[src/rtl/core/stl_pkg.sv]
// ============================================================================
// stl_pkg
// Shared types and constants of the storage throughput load detector.
// ============================================================================
`timescale 1ns / 1ps
`default_nettype none

package stl_pkg;

    // field widths
    localparam int DISK_W  = 3;
    localparam int TOTAL_W = 64;
    localparam int LIMIT_W = 32;
    localparam int LEVEL_W = 8;

    // configuration port
    localparam int CFG_IDX_W  = 3;
    localparam int CFG_DATA_W = 32;

    localparam logic [CFG_IDX_W-1:0] REG_READ_LIMIT  = 3'd0;
    localparam logic [CFG_IDX_W-1:0] REG_WRITE_LIMIT = 3'd1;
    localparam logic [CFG_IDX_W-1:0] REG_HIGH_LEVEL  = 3'd2;
    localparam logic [CFG_IDX_W-1:0] REG_LOW_LEVEL   = 3'd3;

    localparam logic [LIMIT_W-1:0] READ_LIMIT_RST  = 32'd10240;
    localparam logic [LIMIT_W-1:0] WRITE_LIMIT_RST = 32'd8192;
    localparam logic [LEVEL_W-1:0] HIGH_LEVEL_RST  = 8'd125;
    localparam logic [LEVEL_W-1:0] LOW_LEVEL_RST   = 8'd25;

    // stream packing
    localparam int S_TDATA_W = 136;
    localparam int M_TDATA_W = 8;

    // result queue
    localparam int Q_DEPTH = 3;
    localparam int Q_CNT_W = 2;

    typedef struct packed {
        logic [DISK_W-1:0]  disk_index;
        logic               sample_valid;
        logic [TOTAL_W-1:0] read_total;
        logic [TOTAL_W-1:0] write_total;
        logic               period_end;
    } t_sample;

    typedef struct packed {
        logic [LEVEL_W-1:0] requested_level;
        logic               load_high;
    } t_result;

    typedef struct packed {
        logic [LIMIT_W-1:0] read_limit;
        logic [LIMIT_W-1:0] write_limit;
        logic [LEVEL_W-1:0] high_level;
        logic [LEVEL_W-1:0] low_level;
    } t_cfg;

endpackage

`default_nettype wire

[src/rtl/core/stl_ram.sv]
// ============================================================================
// stl_ram
// Generic single-write, single-read RAM with registered read data.
// ============================================================================
`timescale 1ns / 1ps
`default_nettype none

module stl_ram #(
    parameter int WIDTH = 8,
    parameter int DEPTH = 8,
    parameter int AW    = (DEPTH > 1) ? $clog2(DEPTH) : 1
) (
    input  wire logic             i_clk,
    input  wire logic             i_we,
    input  wire logic [AW-1:0]    i_waddr,
    input  wire logic [WIDTH-1:0] i_wdata,
    input  wire logic [AW-1:0]    i_raddr,
    output logic      [WIDTH-1:0] o_rdata
);

    logic [WIDTH-1:0] r_mem [DEPTH];

    // read returns the old contents on a same-address write
    always_ff @(posedge i_clk) begin
        if (i_we) begin
            r_mem[i_waddr] <= i_wdata;
        end
        o_rdata <= r_mem[i_raddr];
    end

endmodule

`default_nettype wire

[src/rtl/core/stl_tracker.sv]
// ============================================================================
// stl_tracker
// Per-disk history RAM with read-modify-write, growth test and busy mode.
// ============================================================================
`timescale 1ns / 1ps
`default_nettype none

module stl_tracker #(
    parameter int DISKS = 8
) (
    input  wire logic             i_clk,
    input  wire logic             i_rst_n,
    input  wire logic             i_accept,
    input  wire stl_pkg::t_sample i_sample,
    input  wire stl_pkg::t_cfg    i_cfg,
    output logic                  o_pending,   // item in flight may push a result
    output logic                  o_push,
    output stl_pkg::t_result      o_result
);

    localparam int AW  = (DISKS > 1) ? $clog2(DISKS) : 1;
    localparam int MW  = 2 * stl_pkg::TOTAL_W;
    localparam logic [6:0] DISKS_N = 7'(DISKS);

    logic                  r_s1_vld;
    stl_pkg::t_sample      r_s1;
    logic [DISKS-1:0]      r_vld;
    logic                  r_fwd_vld;
    logic [AW-1:0]         r_fwd_addr;
    logic [MW-1:0]         r_fwd_data;
    logic                  r_period_busy;
    logic                  r_busy_mode;

    logic [AW-1:0]               w_rd_addr;
    logic [AW-1:0]               w_s1_addr;
    logic [MW-1:0]               w_ram_rdata;
    logic [MW-1:0]               w_prev;
    logic [stl_pkg::TOTAL_W-1:0] w_prev_rd;
    logic [stl_pkg::TOTAL_W-1:0] w_prev_wr;
    logic [stl_pkg::TOTAL_W-1:0] w_diff_rd;
    logic [stl_pkg::TOTAL_W-1:0] w_diff_wr;
    logic                        w_hit;
    logic                        w_busy_rd;
    logic                        w_busy_wr;
    logic                        w_busy_now;
    logic                        n_period_busy;

    assign w_rd_addr = AW'(i_sample.disk_index);
    assign w_s1_addr = AW'(r_s1.disk_index);
    assign w_hit     = r_s1_vld && r_s1.sample_valid
                     && ({4'b0, r_s1.disk_index} < DISKS_N);

    stl_ram #(
        .WIDTH (MW),
        .DEPTH (DISKS)
    ) u_hist_ram (
        .i_clk   (i_clk),
        .i_we    (w_hit),
        .i_waddr (w_s1_addr),
        .i_wdata ({r_s1.write_total, r_s1.read_total}),
        .i_raddr (w_rd_addr),
        .o_rdata (w_ram_rdata)
    );

    // forward the write of the previous cycle; untouched entries read as zero
    always_comb begin
        if (r_fwd_vld && (r_fwd_addr == w_s1_addr)) begin
            w_prev = r_fwd_data;
        end else if (r_vld[w_s1_addr]) begin
            w_prev = w_ram_rdata;
        end else begin
            w_prev = '0;
        end
    end

    assign w_prev_rd = w_prev[stl_pkg::TOTAL_W-1:0];
    assign w_prev_wr = w_prev[MW-1:stl_pkg::TOTAL_W];
    assign w_diff_rd = r_s1.read_total - w_prev_rd;
    assign w_diff_wr = r_s1.write_total - w_prev_wr;

    assign w_busy_rd = (w_prev_rd != '0) && (r_s1.read_total > w_prev_rd)
                     && (w_diff_rd > {32'b0, i_cfg.read_limit});
    assign w_busy_wr = (w_prev_wr != '0) && (r_s1.write_total > w_prev_wr)
                     && (w_diff_wr > {32'b0, i_cfg.write_limit});

    assign n_period_busy = r_period_busy || (w_hit && (w_busy_rd || w_busy_wr));
    assign w_busy_now    = n_period_busy;

    assign o_pending = r_s1_vld && r_s1.period_end;
    assign o_push    = o_pending && (w_busy_now != r_busy_mode);
    assign o_result.requested_level = w_busy_now ? i_cfg.high_level : i_cfg.low_level;
    assign o_result.load_high       = w_busy_now;

    always_ff @(posedge i_clk) begin
        if (!i_rst_n) begin
            r_s1_vld      <= 1'b0;
            r_vld         <= '0;
            r_fwd_vld     <= 1'b0;
            r_period_busy <= 1'b0;
            r_busy_mode   <= 1'b0;
        end else begin
            r_s1_vld  <= i_accept;
            r_fwd_vld <= w_hit;
            if (w_hit) begin
                r_vld[w_s1_addr] <= 1'b1;
            end
            if (o_pending) begin
                r_busy_mode   <= w_busy_now;
                r_period_busy <= 1'b0;
            end else begin
                r_period_busy <= n_period_busy;
            end
        end
    end

    always_ff @(posedge i_clk) begin
        if (i_accept) begin
            r_s1 <= i_sample;
        end
        r_fwd_addr <= w_s1_addr;
        r_fwd_data <= {r_s1.write_total, r_s1.read_total};
    end

`ifndef SYNTH
    a_push_on_close: assert property (@(posedge i_clk) disable iff (!i_rst_n)
        o_push |-> (r_s1_vld && r_s1.period_end))
        else $error("result pushed outside a period close");

    a_mode_follows: assert property (@(posedge i_clk) disable iff (!i_rst_n)
        o_push |=> (r_busy_mode == $past(o_result.load_high)))
        else $error("busy mode does not match the emitted level");

    a_busy_clears: assert property (@(posedge i_clk) disable iff (!i_rst_n)
        (r_s1_vld && r_s1.period_end) |=> !r_period_busy)
        else $error("period busy flag not cleared at period close");
`endif

endmodule

`default_nettype wire

[src/rtl/core/stl_out_queue.sv]
// ============================================================================
// stl_out_queue
// Small result queue feeding the master stream; head entry drives the port.
// ============================================================================
`timescale 1ns / 1ps
`default_nettype none

module stl_out_queue (
    input  wire logic                          i_clk,
    input  wire logic                          i_rst_n,
    input  wire logic                          i_push,
    input  wire stl_pkg::t_result              i_data,
    input  wire logic                          i_pop,
    output logic                               o_valid,
    output stl_pkg::t_result                   o_data,
    output logic [stl_pkg::Q_CNT_W-1:0]        o_cnt
);

    stl_pkg::t_result                r_q [stl_pkg::Q_DEPTH];
    stl_pkg::t_result                n_q [stl_pkg::Q_DEPTH];
    logic [stl_pkg::Q_CNT_W-1:0]     r_cnt;
    logic [stl_pkg::Q_CNT_W-1:0]     n_cnt;

    always_comb begin
        n_q   = r_q;
        n_cnt = r_cnt;
        if (i_pop) begin
            for (int i = 0; i < stl_pkg::Q_DEPTH - 1; i++) begin
                n_q[i] = r_q[i+1];
            end
            n_cnt = r_cnt - (stl_pkg::Q_CNT_W)'(1);
        end
        if (i_push) begin
            n_q[n_cnt] = i_data;
            n_cnt      = n_cnt + (stl_pkg::Q_CNT_W)'(1);
        end
    end

    always_ff @(posedge i_clk) begin
        if (!i_rst_n) begin
            r_cnt <= '0;
        end else begin
            r_cnt <= n_cnt;
        end
    end

    always_ff @(posedge i_clk) begin
        r_q <= n_q;
    end

    assign o_valid = (r_cnt != '0);
    assign o_data  = r_q[0];
    assign o_cnt   = r_cnt;

`ifndef SYNTH
    a_no_overflow: assert property (@(posedge i_clk) disable iff (!i_rst_n)
        i_push |-> ((r_cnt < (stl_pkg::Q_CNT_W)'(stl_pkg::Q_DEPTH)) || i_pop))
        else $error("result queue overflow");

    a_push_shows: assert property (@(posedge i_clk) disable iff (!i_rst_n)
        ((r_cnt == '0) && i_push) |=> o_valid)
        else $error("pushed result not presented");

    a_drain_empties: assert property (@(posedge i_clk) disable iff (!i_rst_n)
        ((r_cnt == 2'd1) && i_pop && !i_push) |=> !o_valid)
        else $error("queue still valid after last entry left");
`endif

endmodule

`default_nettype wire

[src/rtl/core/storage_throughput_load_detector.sv]
// ============================================================================
// storage_throughput_load_detector
// Per-disk sector throughput monitor that requests a performance level.
// ============================================================================
// One sample is taken every clock cycle while the slave side does not stall.
// Each transfer reads the disk's previous totals from the history RAM,
// compares and writes back on the next cycle (back-to-back hits on one disk
// are forwarded), and a closing sample may push a result into the queue that
// feeds the master port. The slave side stalls only when the three-entry
// result queue could not take a possible result. The history starts out all
// zero through per-disk valid bits; no clearing pass is needed after reset.
`timescale 1ns / 1ps
`default_nettype none

module storage_throughput_load_detector #(
    parameter int DISKS = 8
) (
    input  wire logic                             i_clk,
    input  wire logic                             i_rst_n,
    // slave stream
    input  wire logic                             s_axis_tvalid,
    output logic                                  s_axis_tready,
    // [2:0] disk_index, [66:3] read_total, [130:67] write_total, rest zero
    input  wire logic [stl_pkg::S_TDATA_W-1:0]    s_axis_tdata,
    input  wire logic                             s_axis_tlast,   // period_end
    input  wire logic                             s_axis_tuser,   // sample_valid
    // master stream
    output logic                                  m_axis_tvalid,
    input  wire logic                             m_axis_tready,
    output logic      [stl_pkg::M_TDATA_W-1:0]    m_axis_tdata,   // [7:0] requested_level
    output logic                                  m_axis_tuser,   // load_high
    // configuration write
    input  wire logic                             i_cfg_valid,
    output logic                                  o_cfg_ready,
    input  wire logic [stl_pkg::CFG_IDX_W-1:0]    i_cfg_index,
    input  wire logic [stl_pkg::CFG_DATA_W-1:0]   i_cfg_data
);

    stl_pkg::t_cfg                  r_cfg;
    stl_pkg::t_sample               w_sample;
    stl_pkg::t_result               w_push_data;
    stl_pkg::t_result               w_head;
    logic                           w_accept;
    logic                           w_pending;
    logic                           w_push;
    logic                           w_pop;
    logic [stl_pkg::Q_CNT_W-1:0]    w_cnt;
    logic [stl_pkg::Q_CNT_W:0]      w_claim;

    assign o_cfg_ready = 1'b1;

    always_ff @(posedge i_clk) begin
        if (!i_rst_n) begin
            r_cfg.read_limit  <= stl_pkg::READ_LIMIT_RST;
            r_cfg.write_limit <= stl_pkg::WRITE_LIMIT_RST;
            r_cfg.high_level  <= stl_pkg::HIGH_LEVEL_RST;
            r_cfg.low_level   <= stl_pkg::LOW_LEVEL_RST;
        end else if (i_cfg_valid) begin
            case (i_cfg_index)
                stl_pkg::REG_READ_LIMIT:  r_cfg.read_limit  <= i_cfg_data;
                stl_pkg::REG_WRITE_LIMIT: r_cfg.write_limit <= i_cfg_data;
                stl_pkg::REG_HIGH_LEVEL:  r_cfg.high_level  <= i_cfg_data[7:0];
                stl_pkg::REG_LOW_LEVEL:   r_cfg.low_level   <= i_cfg_data[7:0];
                default: ;
            endcase
        end
    end

    assign w_sample.disk_index   = s_axis_tdata[2:0];
    assign w_sample.read_total   = s_axis_tdata[66:3];
    assign w_sample.write_total  = s_axis_tdata[130:67];
    assign w_sample.sample_valid = s_axis_tuser;
    assign w_sample.period_end   = s_axis_tlast;

    // queued results plus one that the in-flight item may still push
    assign w_claim       = {1'b0, w_cnt} + {{stl_pkg::Q_CNT_W{1'b0}}, w_pending};
    assign s_axis_tready = (w_claim < (stl_pkg::Q_CNT_W + 1)'(stl_pkg::Q_DEPTH));
    assign w_accept      = s_axis_tvalid && s_axis_tready;
    assign w_pop         = m_axis_tvalid && m_axis_tready;

    stl_tracker #(
        .DISKS (DISKS)
    ) u_tracker (
        .i_clk     (i_clk),
        .i_rst_n   (i_rst_n),
        .i_accept  (w_accept),
        .i_sample  (w_sample),
        .i_cfg     (r_cfg),
        .o_pending (w_pending),
        .o_push    (w_push),
        .o_result  (w_push_data)
    );

    stl_out_queue u_out_queue (
        .i_clk   (i_clk),
        .i_rst_n (i_rst_n),
        .i_push  (w_push),
        .i_data  (w_push_data),
        .i_pop   (w_pop),
        .o_valid (m_axis_tvalid),
        .o_data  (w_head),
        .o_cnt   (w_cnt)
    );

    assign m_axis_tdata = w_head.requested_level;
    assign m_axis_tuser = w_head.load_high;

endmodule

`default_nettype wire

[config.mk]
export PLATFORM = sky130hd
export DESIGN_NAME = storage_throughput_load_detector
export DESIGN_NICKNAME = d
export VERILOG_FILES = /design/src/rtl/core/stl_pkg.sv /design/src/rtl/core/stl_ram.sv /design/src/rtl/core/stl_tracker.sv /design/src/rtl/core/stl_out_queue.sv /design/src/rtl/core/storage_throughput_load_detector.sv
export SDC_FILE = /design/constraint.sdc
export NUM_CORES = 2
export LEC_CHECK = 0
export BUFFER_PORTS_ARGS = -buffer_cell sky130_fd_sc_hd__buf_2
export CAP_MARGIN = 30
export CORE_AREA = 2 2 381 383
export CTS_BUF_LIST = sky130_fd_sc_hd__clkbuf_16
export DETAILED_ROUTE_END_ITERATION = 8
export DIE_AREA = 0 0 383 385
export GPL_ROUTABILITY_DRIVEN = 0
export HOLD_SLACK_MARGIN = 0.15
export PLACE_DENSITY = 0.65
export SLEW_MARGIN = 10
export SYNTH_ARGS = -nofsm -noshare
export SYNTH_HDL_FRONTEND = slang
export SYNTH_SLANG_ARGS = --single-unit
[constraint.sdc]
create_clock -name i_clk -period 14.2 [get_ports i_clk]
set_clock_uncertainty 0.2 [all_clocks]
set_input_delay 1.42 -clock i_clk [delete_from_list [all_inputs] [get_ports i_clk]]
set_output_delay 1.42 -clock i_clk [all_outputs]
set_load 0.02 [all_outputs]
* Yosys cells after proc, flatten, opt, wreduce, memory -nomap -nowiden
Memories as Yosys holds them, arrays and structs flattened. A register that Yosys moved wholly into a read port is not among the register bits. Cells that the tools add are included.
Operators by class: order comparisons 9, add/sub/neg operators 5, eq/ne operators 5, muxes and demuxes 16, reduce and logical (&&, ||, !) cells 24, bitwise gates (word level) 3
Operators with widths (count):
- 128-bit two-way mux | 2
- 64-bit by 32-bit > comparator with 1-bit output | 2
- 64-bit > comparator | 2
- 64-bit nonzero test | 2
- 64-bit subtractor | 2
- 27-bit bitwise mux | 1
- 27-bit two-way mux | 1
- 9-bit demux with 2-bit select | 1
- 18-bit two-way mux | 1
- 1-bit logical AND | 13
- 9-bit two-way mux | 1
- 8-bit two-way mux | 1
- 8-bit bitwise OR | 1
- 2-bit AND reduction | 4
- 3-bit by 2-bit == test with 1-bit output, second input constant | 2
- 3-bit by 4-bit less-than comparator with 1-bit output, second input constant | 1
- 1-bit two-way mux | 4
- 2-bit two-way mux | 2
- 2-bit by 1-bit adder with 3-bit output | 1
- 1-bit binary-select mux with 3-bit select | 1
- 1-bit demux with 3-bit select | 1
- 3-bit by 1-bit == test with 1-bit output, second input constant | 1
- 3-bit == test | 1
- 3-bit by 1-bit greater-or-equal comparator with 1-bit output, second input constant | 1
- other kinds (12) | 13
Storage, ports and cells: memory bits (writable) 1024, input bits 178, register bits after elaboration 385, memories kept 1, output and inout port bits 12, word-level logic and storage cells 86
Memories:
- u_tracker.u_hist_ram.r_mem | depth 8, bits a word 128, rd ports 1, clocked after memory_dff 1, wr ports 1, line stl_ram.sv:21 | logic [WIDTH-1:0] r_mem [DEPTH];

* Depth between registers and ports, before layout
depth in word-level cells 13, gate-level depth with buffers 45, depth with buffers taken out 36

* Cells and area by module
Synthesis repeated with hierarchy kept, for this count alone.
Second synthesis, totals: cell total of the unflattened synthesis 4580, area total of the unflattened synthesis 67707.4 µm²
Modules (own cells, without submodules):
- stl_ram | cells an instance 1620, instances 1, area an instance 41554.9 µm², seq. area each 33311.9 µm²
- stl_tracker | cells an instance 2525, instances 1, area an instance 21670.8 µm², seq. area each 6856.6 µm²
- storage_throughput_load_detector | cells an instance 313, instances 1, area an instance 3149.3 µm², seq. area each 1601.5 µm²
- stl_out_queue | cells an instance 122, instances 1, area an instance 1332.5 µm², seq. area each 670.6 µm²

* Worst setup path before layout
No wires, ideal clock.
kind reg2reg, start point reg u_tracker.r_s1, in the netlist u_tracker.w_s1_addr[0], end point mem u_tracker.u_hist_ram.r_mem[0][0] in the netlist's numbering (enable), data required time 13.067 ns, setup time 0.933 ns, cell stages (with the launch flop) 4, slack 0.044 ns, clock period less this slack 14.156 ns, data arrival time 13.023 ns, path buffers 2, path through edfxtp_1 -> buf_6 -> buf_6 -> nor4_1
RTL lines:
- start, declared | line stl_tracker.sv:26 | stl_pkg::t_sample r_s1;
- start signal, assigned | line stl_tracker.sv:118 | r_s1 <= i_sample;
- end, declared | line stl_ram.sv:21
No word-level cell before the write port.

==> metrics.txt <==
# TYPE chip_impl_metric gauge
chip_impl_info{name="run_status",value="completed"} 1
chip_impl_metric{name="design.final.nets",unit=""} 5150
chip_impl_metric{name="dpl-instance-area",unit="sq um"} 69800
chip_impl_metric{name="finalHoldViolCount",unit=""} 0
chip_impl_metric{name="total_power",unit="mW"} 10.2
chip_impl_metric{name="routed_wl",unit="mm"} 168
chip_impl_metric{name="asyncSetResetFlopFracSynth",unit="%"} 0
chip_impl_metric{name="dieArea",unit="sq um"} 147000
chip_impl_metric{name="setup_tns",unit="ns"} 0
chip_impl_info{name="crit_type",value="flip-flop to flip-flop"} 1
chip_impl_metric{name="antenna_violation_net_count_after_detailed_routing",unit=""} 0
chip_impl_metric{name="design.portCount",unit=""} 190
chip_impl_metric{name="floorplan.rows",unit=""} 139
chip_impl_metric{name="detail_route.first_pass.iterations",unit=""} 5
chip_impl_metric{name="post_synth.cell_area_avg",unit="sq um"} 14.4
chip_impl_info{name="critical_path.slowest_cell",value="sky130_fd_sc_hd__mux4_4"} 1
chip_impl_metric{name="grt_start_max_net_pins",unit=""} 97
chip_impl_metric{name="synthesis.instances",unit=""} 4651
chip_impl_metric{name="cts.repair.resized",unit=""} 0
chip_impl_info{name="cts_root_buf",value="sky130_fd_sc_hd__clkbuf_16"} 1
chip_impl_metric{name="total_of_max_cap_violations",unit=""} 0
chip_impl_info{name="worstHoldPathType",value="flip-flop to flip-flop"} 1
chip_impl_metric{name="postcts_setup_bufs",unit=""} 0
chip_impl_metric{name="crit_required",unit="ns"} 14.68
chip_impl_metric{name="global_route.overflow_total",unit=""} 0
chip_impl_metric{name="grt_pass1_wl",unit="mm"} 252
chip_impl_metric{name="htreeDepth",unit=""} 4
chip_impl_metric{name="routed_wire_length_per_instance",unit="um"} 24.6
chip_impl_metric{name="setup_viol_count_final",unit=""} 0
chip_impl_metric{name="met3_wirelength",unit="mm"} 13.1
chip_impl_metric{name="worstMarginPinSlew",unit="ns"} 1.01
chip_impl_metric{name="wirelength_met1",unit="mm"} 77.0
chip_impl_metric{name="period_minus_slack",unit="ns"} 12.04
chip_impl_metric{name="fmaxAchievable",unit="MHz"} 83.0
chip_impl_metric{name="slew_headroom",unit="%"} 32.1
chip_impl_info{name="synth-main-ff-cell",value="sky130_fd_sc_hd__edfxtp_1"} 1
chip_impl_metric{name="timing.critical_path.arrival",unit="ns"} 12.52
chip_impl_metric{name="clk_path_buf_depth",unit=""} 3
chip_impl_info{name="mostFrequentLayoutCell",value="sky130_fd_sc_hd__edfxtp_1"} 1
chip_impl_metric{name="coreArea",unit="sq um"} 143000
chip_impl_info{name="top_layer",value="met5"} 1
chip_impl_metric{name="flow.area_growth_from_synthesis",unit="%"} 12.0
chip_impl_metric{name="holdBufCountCts",unit=""} 0
chip_impl_metric{name="vias_per_cell",unit=""} 6.00
chip_impl_metric{name="timing.critical_path.slowest_cell_delay",unit="ns"} 0.93
chip_impl_metric{name="ys_types",unit=""} 104
chip_impl_metric{name="syn_nets",unit=""} 5002
chip_impl_metric{name="io_buffer_count",unit=""} 183
chip_impl_metric{name="vias",unit=""} 41049
chip_impl_info{name="grt_setup_unrepaired",value="no"} 1
chip_impl_metric{name="fill_cells",unit=""} 11799
chip_impl_metric{name="clock_insertion_delay_worst_skew",unit="ns"} 0.81
chip_impl_metric{name="dr_wl_met2",unit="mm"} 74.8
chip_impl_info{name="timing.critical_path.to_type",value="flip-flop"} 1
chip_impl_metric{name="chip_width",unit="um"} 383
chip_impl_metric{name="cts_inserted_buffers",unit=""} 159
chip_impl_metric{name="post-route-cell-area",unit="sq um"} 75000
chip_impl_metric{name="layout-drive-gt1-share",unit="%"} 19.1
chip_impl_metric{name="post-route-drc-count",unit=""} 0
chip_impl_metric{name="final_min_period_over_clock_period",unit="%"} 84.8
chip_impl_metric{name="start_util",unit="%"} 46.8
chip_impl_info{name="crit_path_frequent_cell",value="sky130_fd_sc_hd__nor2_1"} 1
chip_impl_metric{name="fin_util",unit="%"} 52.4
chip_impl_metric{name="seq_area_frac_synth",unit="%"} 63.3
chip_impl_metric{name="vias_in_the_first_global_route",unit=""} 40304
chip_impl_metric{name="critical_path.max_fanout",unit=""} 48
chip_impl_metric{name="die_h",unit="um"} 385
chip_impl_metric{name="worst_ir_drop_vdd",unit="uV"} 93.1
chip_impl_info{name="critical_path.startpoint_type",value="flip-flop"} 1
chip_impl_metric{name="finalWorstSetupSlack",unit="ns"} 2.16
chip_impl_metric{name="grt_usage",unit="%"} 22.6
chip_impl_metric{name="cts_sinks",unit=""} 1537
chip_impl_metric{name="drt_iter0_markers",unit=""} 4081
chip_impl_metric{name="cellPowerDensity",unit="nW/um^2"} 135
chip_impl_info{name="mostFrequentLayoutCells",value="sky130_fd_sc_hd__edfxtp_1, sky130_fd_sc_hd__dfxtp_1, sky130_fd_sc_hd__nand2_1"} 1
chip_impl_metric{name="number_of_antenna_violations_at_the_first_check_in_global_routing",unit=""} 11
chip_impl_metric{name="synth_edf_count",unit=""} 1166
chip_impl_metric{name="postSynthRegisterBits",unit=""} 1537
chip_impl_metric{name="finalMaxSlewViolations",unit=""} 0
chip_impl_metric{name="cell_area_after_synthesis",unit="sq um"} 67000
chip_impl_info{name="cts_tree",value="built"} 1
chip_impl_metric{name="clock_transition_at_the_registers_of_the_reported_paths",unit="ns"} 0.06
chip_impl_metric{name="pre_cts_slack",unit="ns"} 2.63
chip_impl_metric{name="p_leak",unit="nW"} 26.1
chip_impl_metric{name="dpl.hpwl",unit="mm"} 109
chip_impl_metric{name="yosys_warnings",unit=""} 0
==> layout make-up <==
class	instances	area [sq um]	area share, %
clock buffer	164	4100	5.47
inverter	138	518	0.690
antenna	3	7.51	0.0100
sequential	1537	42400	56.6
tap	1903	2380	3.17
clock inverter	135	945	1.26
multi-input combinational	2707	23000	30.6
timing repair buffer	256	1660	2.21
==> synthesized netlist by cell type (69+ instances only) <==
cell type / n / share of area [%]
sky130_fd_sc_hd__edfxtp_1: 1166 / 52
sky130_fd_sc_hd__dfxtp_1: 371 / 11
sky130_fd_sc_hd__nand2_1: 352 / 2.0
sky130_fd_sc_hd__a21oi_1: 282 / 2.1
sky130_fd_sc_hd__mux4_2: 258 / 8.7
sky130_fd_sc_hd__clkbuf_1: 182 / 1.0
sky130_fd_sc_hd__ha_1: 172 / 3.2
sky130_fd_sc_hd__mux2_2: 149 / 2.5
sky130_fd_sc_hd__inv_1: 138 / 0.77
sky130_fd_sc_hd__and3_1: 133 / 1.2
sky130_fd_sc_hd__a21o_1: 119 / 1.3
sky130_fd_sc_hd__nor2_1: 111 / 0.62
sky130_fd_sc_hd__o21ai_0: 109 / 0.81
sky130_fd_sc_hd__nand4_1: 98 / 0.92
sky130_fd_sc_hd__a21boi_0: 74 / 0.83
sky130_fd_sc_hd__nand3_1: 70 / 0.52
sky130_fd_sc_hd__xnor2_1: 69 / 0.90
==> kinds of logic after synthesis <==
family | after synthesis | synth area share [%]
DFF | 1537 | 63.3
adders and majority gates | 185 | 3.42
and+or+nand+nor | 1003 | 7.56
other | 1 | 0.00560
muxes | 426 | 11.5
AOI/OAI and AO/OA | 986 | 10.3
buffers and inverters | 407 | 2.51
xor gates and xnor gates | 106 | 1.44
==> per-layer routing <==
| layer | vias up | global-route usage [%] |
|---|---|---|
| li1 | 18557 | - |
| met1 | 20773 | 33.1 |
| met2 | 1467 | 34.0 |
| met3 | 242 | 5.26 |
| met4 | 10 | 5.78 |
| met5 | - | 0.455 |
==> report_power, final <==
| group | switching, mW | internal (mW) |
|---|---|---|
| clock | 1.74 | 2.27 |
| combinational | 0.604 | 0.414 |
| sequential | 0.147 | 5.00 |
==> worst paths after layout <==
kind                          start  slack, ns  cells after the start                 end
max          u_tracker.w_s1_addr[0]       2.16                     34  u_out_queue.r_q[9]
min                       r_cfg[47]       0.27                      2           r_cfg[47]
min reg2reg               r_cfg[47]       0.27                      2           r_cfg[47]
max reg2reg  u_tracker.w_s1_addr[0]       2.16                     34  u_out_queue.r_q[9]
==> metrics by stage <==
step	hold WS, ns	std cells
6_report	0.265	6843
5_1_grt	0.284	6841
4_1_cts	0.269	6834
3_5_place_dp	0.261	6535
3_3_place_gp	0.255	6529
2_1_floorplan	0.149	4651
==> state kept, by name (all words and copies together), names as in the netlist, named ones only <==
signal,cells
u_out_queue.r_q,9
u_tracker.r_fwd_data,128
u_tracker.r_vld,8
u_tracker.w_s1_addr,3
u_out_queue.o_data,9
u_tracker.u_hist_ram.r_mem,1024
u_tracker.r_fwd_addr,3
u_out_queue.o_cnt,2
u_tracker.r_fwd_vld,1
u_tracker.r_s1_vld,1
u_tracker.u_hist_ram.o_rdata,128
u_tracker.r_s1,130
r_cfg,80
u_tracker.r_busy_mode,1
u_tracker.r_period_busy,1
==> critical path: cells and delay by family, from the launching register on <==
family | cells | cell delay (ns)
fa+ha+maj | 2 | 0.68
simple gates | 8 | 1.97
flops | 1 | 0.90
buf+inv | 2 | 0.74
xor+xnor | 1 | 0.16
mux | 2 | 1.34
compound gates | 19 | 5.85
(Power assumes the default switching activity.)
